--- config.mk ---
export PLATFORM = sky130hd
export DESIGN_NAME = line_follow_pd_steering_flat
export DESIGN_NICKNAME = d
export VERILOG_FILES = /design/src/hdl/lfs_pkg.sv /design/src/hdl/lfs_if.sv /design/src/hdl/lfs_cfg_regs.sv /design/src/hdl/lfs_ctrl.sv /design/src/hdl/lfs_mix.sv /design/src/hdl/line_follow_pd_steering.sv /design/src/flat_wrapper.sv
export VERILOG_INCLUDE_DIRS = /design/src /design/src/hdl
export SDC_FILE = /design/constraint.sdc
export NUM_CORES = 2
export LEC_CHECK = 0
export ABC_AREA = 1
export BUFFER_PORTS_ARGS = -buffer_cell sky130_fd_sc_hd__buf_2
export CAP_MARGIN = 20
export CORE_ASPECT_RATIO = 0.6
export CORE_MARGIN = 5
export CORE_UTILIZATION = 48
export CTS_CLUSTER_SIZE = 16
export DETAILED_ROUTE_END_ITERATION = 12
export SLEW_MARGIN = 5
export SYNTH_ARGS = -nofsm -noshare
export SYNTH_HDL_FRONTEND = slang
export SYNTH_HIERARCHICAL = 1
export SYNTH_SLANG_ARGS = --single-unit
--- constraint.sdc ---
create_clock -name clk -period 22.2 [get_ports clk]
set_clock_uncertainty 0.15 [all_clocks]
set_input_delay 4.44 -clock clk [delete_from_list [all_inputs] [get_ports clk]]
set_output_delay 4.44 -clock clk [all_outputs]
set_load 0.02 [all_outputs]
--- src/hdl/assert_macros.svh ---
// Assertion macros shared by the steering block modules.
`ifndef ASSERT_MACROS_SVH
`define ASSERT_MACROS_SVH

// Concurrent check sampled on the clock and switched off while reset is active.
`define LFS_ASSERT_RST(lbl, clk, rst_n, prop, msg) \
    lbl: assert property (@(posedge clk) disable iff (!rst_n) prop) else $error(msg);

// Concurrent check sampled on the clock at every edge, reset included.
`define LFS_ASSERT_ALW(lbl, clk, prop, msg) \
    lbl: assert property (@(posedge clk) prop) else $error(msg);

`endif

--- src/hdl/lfs_pkg.sv ---
// Types and constants shared by the line-follow steering block.
`timescale 1ns / 1ps

package lfs_pkg;

    // Field widths.
    localparam int SAMPLE_W = 10;
    localparam int DUTY_W   = 16;
    localparam int GAIN_W   = 16;
    localparam int ERR_W    = SAMPLE_W + 1;
    localparam int DELTA_W  = SAMPLE_W + 2;
    localparam int PPROD_W  = 27;
    localparam int DPROD_W  = 28;
    localparam int CORR_W   = 29;
    localparam int RAW_W    = 30;

    // Configuration port.
    localparam int PADDR_W = 5;
    localparam int PDATA_W = 32;

    // Reset values of the configuration registers.
    localparam logic [GAIN_W-1:0]   PROP_GAIN_RST       = 16'd4800;
    localparam logic [GAIN_W-1:0]   DERIV_GAIN_RST      = 16'd1200;
    localparam logic [DUTY_W-1:0]   NOMINAL_DUTY_RST    = 16'd20000;
    localparam logic [DUTY_W-1:0]   DUTY_CEILING_RST    = 16'd40000;
    localparam logic [DUTY_W-1:0]   DUTY_FLOOR_RST      = 16'd12000;
    localparam logic [SAMPLE_W-1:0] LOST_THRESHOLD_RST  = 10'd130;
    localparam logic [SAMPLE_W-1:0] FOUND_THRESHOLD_RST = 10'd185;

    // Register indexes (byte address divided by four).
    typedef enum logic [2:0] {
        REG_PROP_GAIN       = 3'd0,
        REG_DERIV_GAIN      = 3'd1,
        REG_NOMINAL_DUTY    = 3'd2,
        REG_DUTY_CEILING    = 3'd3,
        REG_DUTY_FLOOR      = 3'd4,
        REG_LOST_THRESHOLD  = 3'd5,
        REG_FOUND_THRESHOLD = 3'd6
    } reg_idx_t;

    // Current configuration as seen by the datapath.
    typedef struct packed {
        logic [GAIN_W-1:0]   prop_gain;
        logic [GAIN_W-1:0]   deriv_gain;
        logic [DUTY_W-1:0]   nominal_duty;
        logic [DUTY_W-1:0]   duty_ceiling;
        logic [DUTY_W-1:0]   duty_floor;
        logic [SAMPLE_W-1:0] lost_threshold;
        logic [SAMPLE_W-1:0] found_threshold;
    } cfg_t;

    // Decision and products handed from the control stage to the mixing stage.
    typedef struct packed {
        logic                      spin;
        logic                      spin_right;
        logic signed [PPROD_W-1:0] p_prod;
        logic signed [DPROD_W-1:0] d_prod;
    } mid_t;

endpackage

--- src/hdl/lfs_if.sv ---
// Valid/ready channel interfaces for sensor samples and motor duties.
`timescale 1ns / 1ps

interface lfs_sample_if import lfs_pkg::*; ();
    logic                valid;
    logic                ready;
    logic [SAMPLE_W-1:0] left_sample;
    logic [SAMPLE_W-1:0] right_sample;

    modport source (output valid, output left_sample, output right_sample, input ready);
    modport sink   (input valid, input left_sample, input right_sample, output ready);
endinterface

interface lfs_duty_if import lfs_pkg::*; ();
    logic              valid;
    logic              ready;
    logic [DUTY_W-1:0] left_duty;
    logic [DUTY_W-1:0] right_duty;
    logic              recovering;

    modport source (output valid, output left_duty, output right_duty, output recovering,
                    input ready);
    modport sink   (input valid, input left_duty, input right_duty, input recovering,
                    output ready);
endinterface

--- src/hdl/lfs_cfg_regs.sv ---
// APB-style configuration register file for the steering block.
`timescale 1ns / 1ps

module lfs_cfg_regs import lfs_pkg::*; (
    input  logic               clk,
    input  logic               rst_n,
    input  logic               psel,
    input  logic               penable,
    input  logic               pwrite,
    input  logic [PADDR_W-1:0] paddr,
    input  logic [PDATA_W-1:0] pwdata,
    output logic [PDATA_W-1:0] prdata,
    output logic               pready,
    output cfg_t               cfg
);

    cfg_t     cfg_reg;
    cfg_t     cfg_next;
    reg_idx_t reg_idx;
    logic     wr_en;

    assign pready  = 1'b1;
    assign reg_idx = reg_idx_t'(paddr[PADDR_W-1:2]);
    assign wr_en   = psel && penable && pwrite && pready;
    assign cfg     = cfg_reg;

    // Write decode; an address beyond the last register is ignored.
    always_comb
    begin
        cfg_next = cfg_reg;
        if (wr_en)
        begin
            case (reg_idx)
                REG_PROP_GAIN:       cfg_next.prop_gain       = pwdata[GAIN_W-1:0];
                REG_DERIV_GAIN:      cfg_next.deriv_gain      = pwdata[GAIN_W-1:0];
                REG_NOMINAL_DUTY:    cfg_next.nominal_duty    = pwdata[DUTY_W-1:0];
                REG_DUTY_CEILING:    cfg_next.duty_ceiling    = pwdata[DUTY_W-1:0];
                REG_DUTY_FLOOR:      cfg_next.duty_floor      = pwdata[DUTY_W-1:0];
                REG_LOST_THRESHOLD:  cfg_next.lost_threshold  = pwdata[SAMPLE_W-1:0];
                REG_FOUND_THRESHOLD: cfg_next.found_threshold = pwdata[SAMPLE_W-1:0];
                default:             cfg_next = cfg_reg;
            endcase
        end
    end

    // Register storage.
    always_ff @(posedge clk or negedge rst_n)
    begin
        if (!rst_n)
        begin
            cfg_reg.prop_gain       <= PROP_GAIN_RST;
            cfg_reg.deriv_gain      <= DERIV_GAIN_RST;
            cfg_reg.nominal_duty    <= NOMINAL_DUTY_RST;
            cfg_reg.duty_ceiling    <= DUTY_CEILING_RST;
            cfg_reg.duty_floor      <= DUTY_FLOOR_RST;
            cfg_reg.lost_threshold  <= LOST_THRESHOLD_RST;
            cfg_reg.found_threshold <= FOUND_THRESHOLD_RST;
        end
        else
        begin
            cfg_reg <= cfg_next;
        end
    end

    // Read mux.
    always_comb
    begin
        case (reg_idx)
            REG_PROP_GAIN:       prdata = PDATA_W'(cfg_reg.prop_gain);
            REG_DERIV_GAIN:      prdata = PDATA_W'(cfg_reg.deriv_gain);
            REG_NOMINAL_DUTY:    prdata = PDATA_W'(cfg_reg.nominal_duty);
            REG_DUTY_CEILING:    prdata = PDATA_W'(cfg_reg.duty_ceiling);
            REG_DUTY_FLOOR:      prdata = PDATA_W'(cfg_reg.duty_floor);
            REG_LOST_THRESHOLD:  prdata = PDATA_W'(cfg_reg.lost_threshold);
            REG_FOUND_THRESHOLD: prdata = PDATA_W'(cfg_reg.found_threshold);
            default:             prdata = '0;
        endcase
    end

endmodule

--- src/hdl/lfs_ctrl.sv ---
// Input register, recovery decision, steering state and gain products.
`timescale 1ns / 1ps
`include "assert_macros.svh"

module lfs_ctrl import lfs_pkg::*; (
    input  logic  clk,
    input  logic  rst_n,
    input  cfg_t  cfg,
    lfs_sample_if.sink samples,
    output logic  mid_valid,
    input  logic  mid_ready,
    output mid_t  mid
);

    // Input stage.
    logic                       in_valid_reg;
    logic                       in_valid_next;
    logic [SAMPLE_W-1:0]        left_reg;
    logic [SAMPLE_W-1:0]        right_reg;
    // Steering state.
    logic                       lost_mode_reg;
    logic                       spin_right_reg;
    logic signed [ERR_W-1:0]    last_error_reg;
    // Middle stage.
    logic                       mid_valid_reg;
    logic                       mid_valid_next;
    mid_t                       mid_reg;

    logic                       in_adv;
    logic                       leave;
    logic                       still_lost;
    logic                       enter;
    logic                       spin;
    logic                       spin_dir;
    logic signed [ERR_W-1:0]    err;
    logic signed [DELTA_W-1:0]  delta;
    logic signed [PPROD_W-1:0]  p_prod;
    logic signed [DPROD_W-1:0]  d_prod;

    // Pipeline flow control.
    assign in_adv        = in_valid_reg && (!mid_valid_reg || mid_ready);
    assign samples.ready = !in_valid_reg || in_adv;
    assign in_valid_next = samples.ready ? samples.valid : in_valid_reg;
    assign mid_valid_next = in_adv ? 1'b1 : (mid_ready ? 1'b0 : mid_valid_reg);
    assign mid_valid     = mid_valid_reg;
    assign mid           = mid_reg;

    // Recovery decision: leaving falls through to the enter test.
    assign leave      = lost_mode_reg && (left_reg > cfg.found_threshold)
                        && (right_reg > cfg.found_threshold);
    assign still_lost = lost_mode_reg && !leave;
    assign enter      = !still_lost && ((left_reg < cfg.lost_threshold)
                        || (right_reg < cfg.lost_threshold));
    assign spin       = still_lost || enter;
    assign spin_dir   = enter ? last_error_reg[ERR_W-1] : spin_right_reg;

    // Error terms and the two gain products.
    assign err    = $signed({1'b0, left_reg}) - $signed({1'b0, right_reg});
    assign delta  = DELTA_W'(err) - DELTA_W'(last_error_reg);
    assign p_prod = PPROD_W'($signed({1'b0, cfg.prop_gain})) * PPROD_W'(err);
    assign d_prod = DPROD_W'($signed({1'b0, cfg.deriv_gain})) * DPROD_W'(delta);

    // Control registers.
    always_ff @(posedge clk or negedge rst_n)
    begin
        if (!rst_n)
        begin
            in_valid_reg   <= 1'b0;
            mid_valid_reg  <= 1'b0;
            lost_mode_reg  <= 1'b0;
            spin_right_reg <= 1'b0;
            last_error_reg <= '0;
        end
        else
        begin
            in_valid_reg  <= in_valid_next;
            mid_valid_reg <= mid_valid_next;
            if (in_adv)
            begin
                lost_mode_reg  <= spin;
                spin_right_reg <= spin_dir;
                if (!spin)
                begin
                    last_error_reg <= err;
                end
            end
        end
    end

    // Payload registers.
    always_ff @(posedge clk)
    begin
        if (samples.valid && samples.ready)
        begin
            left_reg  <= samples.left_sample;
            right_reg <= samples.right_sample;
        end
        if (in_adv)
        begin
            mid_reg.spin       <= spin;
            mid_reg.spin_right <= spin_dir;
            mid_reg.p_prod     <= p_prod;
            mid_reg.d_prod     <= d_prod;
        end
    end

    // A recovery transaction leaves the stored error untouched.
    `LFS_ASSERT_RST(a_spin_keeps_error, clk, rst_n, (in_adv && spin) |=> $stable(last_error_reg), "last error changed during recovery")
    // Entering recovery latches lost mode.
    `LFS_ASSERT_RST(a_enter_latches, clk, rst_n, (in_adv && enter) |=> lost_mode_reg, "recovery entry not latched")
    // The middle stage only fills from an advancing input stage.
    `LFS_ASSERT_RST(a_mid_source, clk, rst_n, $rose(mid_valid_reg) |-> $past(in_adv), "middle stage filled without input")

endmodule

--- src/hdl/lfs_mix.sv ---
// Correction sum, differential duty, clamping and the result register.
`timescale 1ns / 1ps
`include "assert_macros.svh"

module lfs_mix import lfs_pkg::*; (
    input  logic clk,
    input  logic rst_n,
    input  cfg_t cfg,
    input  logic mid_valid,
    output logic mid_ready,
    input  mid_t mid,
    lfs_duty_if.source duties
);

    logic                     out_valid_reg;
    logic                     out_valid_next;
    logic [DUTY_W-1:0]        left_duty_reg;
    logic [DUTY_W-1:0]        right_duty_reg;
    logic                     recovering_reg;
    logic [DUTY_W-1:0]        left_duty_next;
    logic [DUTY_W-1:0]        right_duty_next;

    logic                     take;
    logic signed [CORR_W-1:0] corr;
    logic signed [RAW_W-1:0]  base_s;
    logic signed [RAW_W-1:0]  max_s;
    logic signed [RAW_W-1:0]  min_s;
    logic signed [RAW_W-1:0]  left_raw;
    logic signed [RAW_W-1:0]  right_raw;
    logic signed [RAW_W-1:0]  left_clamp;
    logic signed [RAW_W-1:0]  right_clamp;

    // Output register handshake.
    assign mid_ready      = !out_valid_reg || duties.ready;
    assign take           = mid_valid && mid_ready;
    assign out_valid_next = mid_ready ? mid_valid : out_valid_reg;

    // Differential speeds from the summed correction.
    assign base_s    = RAW_W'($signed({1'b0, cfg.nominal_duty}));
    assign max_s     = RAW_W'($signed({1'b0, cfg.duty_ceiling}));
    assign min_s     = RAW_W'($signed({1'b0, cfg.duty_floor}));
    assign corr      = CORR_W'(mid.p_prod) + CORR_W'(mid.d_prod);
    assign left_raw  = base_s - RAW_W'(corr);
    assign right_raw = base_s + RAW_W'(corr);

    // Upper clamp first, then the lower clamp, which wins when inverted.
    always_comb
    begin
        left_clamp  = (left_raw > max_s) ? max_s : left_raw;
        left_clamp  = (left_clamp < min_s) ? min_s : left_clamp;
        right_clamp = (right_raw > max_s) ? max_s : right_raw;
        right_clamp = (right_clamp < min_s) ? min_s : right_clamp;
    end

    // Spin overrides the steering result.
    always_comb
    begin
        if (mid.spin)
        begin
            left_duty_next  = mid.spin_right ? cfg.duty_ceiling : '0;
            right_duty_next = mid.spin_right ? '0 : cfg.duty_ceiling;
        end
        else
        begin
            left_duty_next  = left_clamp[DUTY_W-1:0];
            right_duty_next = right_clamp[DUTY_W-1:0];
        end
    end

    always_ff @(posedge clk or negedge rst_n)
    begin
        if (!rst_n)
        begin
            out_valid_reg <= 1'b0;
        end
        else
        begin
            out_valid_reg <= out_valid_next;
        end
    end

    always_ff @(posedge clk)
    begin
        if (take)
        begin
            left_duty_reg  <= left_duty_next;
            right_duty_reg <= right_duty_next;
            recovering_reg <= mid.spin;
        end
    end

    assign duties.valid      = out_valid_reg;
    assign duties.left_duty  = left_duty_reg;
    assign duties.right_duty = right_duty_reg;
    assign duties.recovering = recovering_reg;

    // A spin result always has one motor stopped.
    `LFS_ASSERT_RST(a_spin_one_off, clk, rst_n,
        (out_valid_reg && recovering_reg) |-> (left_duty_reg == '0 || right_duty_reg == '0),
        "spin result drives both motors")

endmodule

--- src/hdl/line_follow_pd_steering.sv ---
// Top level of the line-follow PD differential steering block.
//
//   channel   direction  handshake                  payload
//   samples   in         valid/ready                left_sample, right_sample
//   duties    out        valid/ready                left_duty, right_duty, recovering
//   apb       in         psel/penable/pready        paddr, pwdata, prdata
//
// One transaction per clock sustained while duties.ready stays high; after the accepting edge
// the result passes the input, product and result registers in that order.
// The gain products are registered in the product stage and the clamped sum in the result register.
// Reset clears the pipeline valids, the recovery state and the stored error,
// and loads the configuration defaults.
// A stall on the result side fills the three stages before samples.ready drops.
`timescale 1ns / 1ps

module line_follow_pd_steering import lfs_pkg::*; (
    input  logic               clk,
    input  logic               rst_n,
    lfs_sample_if.sink         samples,
    lfs_duty_if.source         duties,
    input  logic               psel,
    input  logic               penable,
    input  logic               pwrite,
    input  logic [PADDR_W-1:0] paddr,
    input  logic [PDATA_W-1:0] pwdata,
    output logic [PDATA_W-1:0] prdata,
    output logic               pready
);

    cfg_t cfg;
    mid_t mid;
    logic mid_valid;
    logic mid_ready;

    // Configuration registers.
    lfs_cfg_regs u_cfg (
        .clk     (clk),
        .rst_n   (rst_n),
        .psel    (psel),
        .penable (penable),
        .pwrite  (pwrite),
        .paddr   (paddr),
        .pwdata  (pwdata),
        .prdata  (prdata),
        .pready  (pready),
        .cfg     (cfg)
    );

    // Decision and products.
    lfs_ctrl u_ctrl (
        .clk       (clk),
        .rst_n     (rst_n),
        .cfg       (cfg),
        .samples   (samples),
        .mid_valid (mid_valid),
        .mid_ready (mid_ready),
        .mid       (mid)
    );

    // Sum, clamp and result register.
    lfs_mix u_mix (
        .clk       (clk),
        .rst_n     (rst_n),
        .cfg       (cfg),
        .mid_valid (mid_valid),
        .mid_ready (mid_ready),
        .mid       (mid),
        .duties    (duties)
    );

endmodule

--- src/flat_wrapper.sv ---
// flat-port wrapper written by rule: the top's interface ports become plain ports
module line_follow_pd_steering_flat import lfs_pkg::*;
  (clk, rst_n, psel, penable, pwrite, paddr, pwdata, prdata, pready, samples_valid, samples_left_sample, samples_right_sample, samples_ready, duties_valid, duties_left_duty, duties_right_duty, duties_recovering, duties_ready);
  lfs_sample_if samples_i ();
  lfs_duty_if duties_i ();
  input  logic clk;
  input  logic rst_n;
  input  logic psel;
  input  logic penable;
  input  logic pwrite;
  input  logic [PADDR_W-1:0] paddr;
  input  logic [PDATA_W-1:0] pwdata;
  output logic [PDATA_W-1:0] prdata;
  output logic pready;
  input wire logic [$bits(samples_i.valid)-1:0] samples_valid;
  input wire logic [$bits(samples_i.left_sample)-1:0] samples_left_sample;
  input wire logic [$bits(samples_i.right_sample)-1:0] samples_right_sample;
  output wire logic [$bits(samples_i.ready)-1:0] samples_ready;
  output wire logic [$bits(duties_i.valid)-1:0] duties_valid;
  output wire logic [$bits(duties_i.left_duty)-1:0] duties_left_duty;
  output wire logic [$bits(duties_i.right_duty)-1:0] duties_right_duty;
  output wire logic [$bits(duties_i.recovering)-1:0] duties_recovering;
  input wire logic [$bits(duties_i.ready)-1:0] duties_ready;
  assign samples_i.valid = samples_valid;
  assign samples_i.left_sample = samples_left_sample;
  assign samples_i.right_sample = samples_right_sample;
  assign samples_ready = samples_i.ready;
  assign duties_valid = duties_i.valid;
  assign duties_left_duty = duties_i.left_duty;
  assign duties_right_duty = duties_i.right_duty;
  assign duties_recovering = duties_i.recovering;
  assign duties_i.ready = duties_ready;
  line_follow_pd_steering u_core (.clk(clk), .rst_n(rst_n), .samples(samples_i), .duties(duties_i), .psel(psel), .penable(penable), .pwrite(pwrite), .paddr(paddr), .pwdata(pwdata), .prdata(prdata), .pready(pready));
endmodule
==> flow_summary.toml <==
[synthesis]
ys_seq_area_share_pct = 20.2
synth_flop_cell = "edfxtp_1"
avgSynthCellArea_sq_um = 7.44
ys_types = 64
synth_cells = 4148
synth_edf_count = 110
synthArstFlopShare_pct = 51.3
ys_seq_elements = 226
yosysWarnings = 6
netlist_area_sq_um = 30900

[grt]
grt_pass1_vias = 25007
grt_antenna_before_repair = 6
track_usage_pct = 28.7
grt_pass1_wl_microns = 152000
grt_max_degree = 78
grt_overflow_total = 0

[finish]
synthToLayoutAreaGrowth_pct = 5.71
final_nets = 4840
largest_reg_flops = 100
final_core_util_pct = 50.9
diodes = 0
final_layout_size_suffix_gt1_share_pct = 7.80
most-common-layout-cells = "1142 x nand2_1, 720 x inv_1, 342 x ha_1, 341 x nor2_1, 272 x fa_1"
layout_commonest_cell = "nand2_1"

[cts]
path_clk_slew_ps = 60
tritoncts = "done"
cts_sinks = 226
cts_root_buf = "clkbuf_16"
clockBufferDepth = 3
holdBufCountCts = 0
numCtsBuffers = 23
htree_levels = 1
post_cts_resized = 0
clk_latency_ps = 580
post_cts_buffers = 0

[detailed_routing]
drc = 0
drtAntennaViolNets = 0
drt-initial-drc-count = 2944
wire_per_inst_microns = 19.8
routed_via_density = 5.39
via_count = 27093
drt_pre_antenna_iters = 6
totalWireLength_microns = 99400

[timing]
fmaxAchievable_mhz = 86.2
setup_viol = 0
slew_headroom_pct = 28.7
period_needed_ps = 11600
grt_setup_unrepaired = "no"
drv_slew = 0
hold_viol = 0
period_share_pct = 52.2
worstMarginPinSlew_ps = 1060
fin_tns_setup_ps = 0

[die]
die-area_sq_um = 69600
initial_core_util_pct = 48.2
rows = 72
core_sq_um = 64100
die_h_microns = 206
die_w_microns = 337
pin_count = 132

[worst_setup_path]
path_delay_family = "buffers and inverters"
crit_cells = 7
crit_chain = "buf_2 -> inv_2 -> nand3_4 -> nor2_1 -> nor2_1 -> nand2_1 -> buf_2"
cpMaxStageDelayCell = "inv_2"
cp-start-kind = "input pin"
cp_data_arrival_time_ps = 7010
worstSetupEndpointType = "output port"
slowest_delay_ps = 830
required_ps = 17610
r2r_cells = 36
critPathMaxFanout = 53
critical_path_class = "input pin to output port"
path_buf_inv = 3

[placed_design]
io_buffers = 96
hpwl_microns = 81500
globalplace.congestion = 0.975

[outcome]
status = "finished clean"

[worst_hold_path]
whs_path_depth = 2
holdCritPathClass = "register to register"

[flow_run]
drv_cap = 0
-- cell type report --
type	instances	area, sq um
Clock inverter	8	110
Tap cell	851	1060
Sequential cell	226	6250
Fill cell	6477	31400
Timing Repair Buffer	106	558
Inverter	745	2800
Multi-Input combinational cell	3060	21200
Clock buffer	34	637
-- worst paths after layout --
path	startpoint	end	slack, ps
max reg2reg	u_core/u_ctrl/left_reg[0]$_DFFE_PP_	u_core/u_ctrl/mid[26]$_DFFE_PP_	12680
max	paddr[4]	prdata[9]	10600
max in group asynchronous	rst_n	u_core/u_cfg/cfg[49]$_DFFE_PN0P_	16740
min reg2reg	u_core/u_ctrl/spin_right_reg$_DFFE_PN0P_	u_core/u_ctrl/spin_right_reg$_DFFE_PN0P_	340
min	u_core/u_ctrl/spin_right_reg$_DFFE_PN0P_	u_core/u_ctrl/spin_right_reg$_DFFE_PN0P_	340
min in group asynchronous	rst_n	u_core/u_ctrl/last_error_reg[8]$_DFFE_PN0P_	3680
-- cells in the mapped netlist, types with 26 or more instances --
cell type  instances  area (sq um)
nand3_1          212          1060
edfxtp_1         110          3300
clkbuf_1          54           203
dfstp_2           32           841
buf_4             32           240
nand4_1           89           557
nor2_1           341          1280
inv_1            721          2710
o21ai_0          187           936
ha_1             342          4280
dfrtp_1           84          2100
nand2_2           42           263
a21oi_1          135           676
fa_1             272          5450
xor2_1            67           587
buf_2             26           130
nand2_1         1142          4290
-- stage by stage --
| stage | hold slack [ps] | area (sq um) | instances | worst slack [ps] |
|---|---|---|---|---|
| 2_1_floorplan | 299 | 30900 | 4163 | 12220 |
| 3_3_place_gp | 324 | 31900 | 4987 | 10790 |
| 3_5_place_dp | 319 | 31900 | 4987 | 10810 |
| 4_1_cts | 335 | 32600 | 5029 | 10780 |
| 5_1_grt | 351 | 32600 | 5030 | 10520 |
| 6_report | 338 | 32600 | 5030 | 10600 |
-- worst min-delay path, cell delays in order, from the launching register on --
cell     delay, ps
dfrtp_1        350
nand2_1         60
nand2_1         50
-- logic make-up after synthesis --
group,after synthesis,share of synthesized area [%]
AOI/OAI and AO/OA,399,7.16
xor gates and xnor gates,92,2.68
adders and majority gates,614,31.5
buffers and inverters,877,11.3
DFF,226,20.2
other,2,0.0243
and+or+nand+nor,1938,27.1
-- routing by layer --
layer / GRT usage (%) / wire length (microns) / part of all wire, %
met1: 44.8 / 47600 / 48
met2: 36.5 / 36200 / 36
met3: 12.3 / 13900 / 14
met4: 4.44 / 1580 / 1.6
met5: 0 / 31 / 0.031
Power is not shown: default switching activity piles up to over one toggle a cycle in this logic, so the estimate is an artifact.
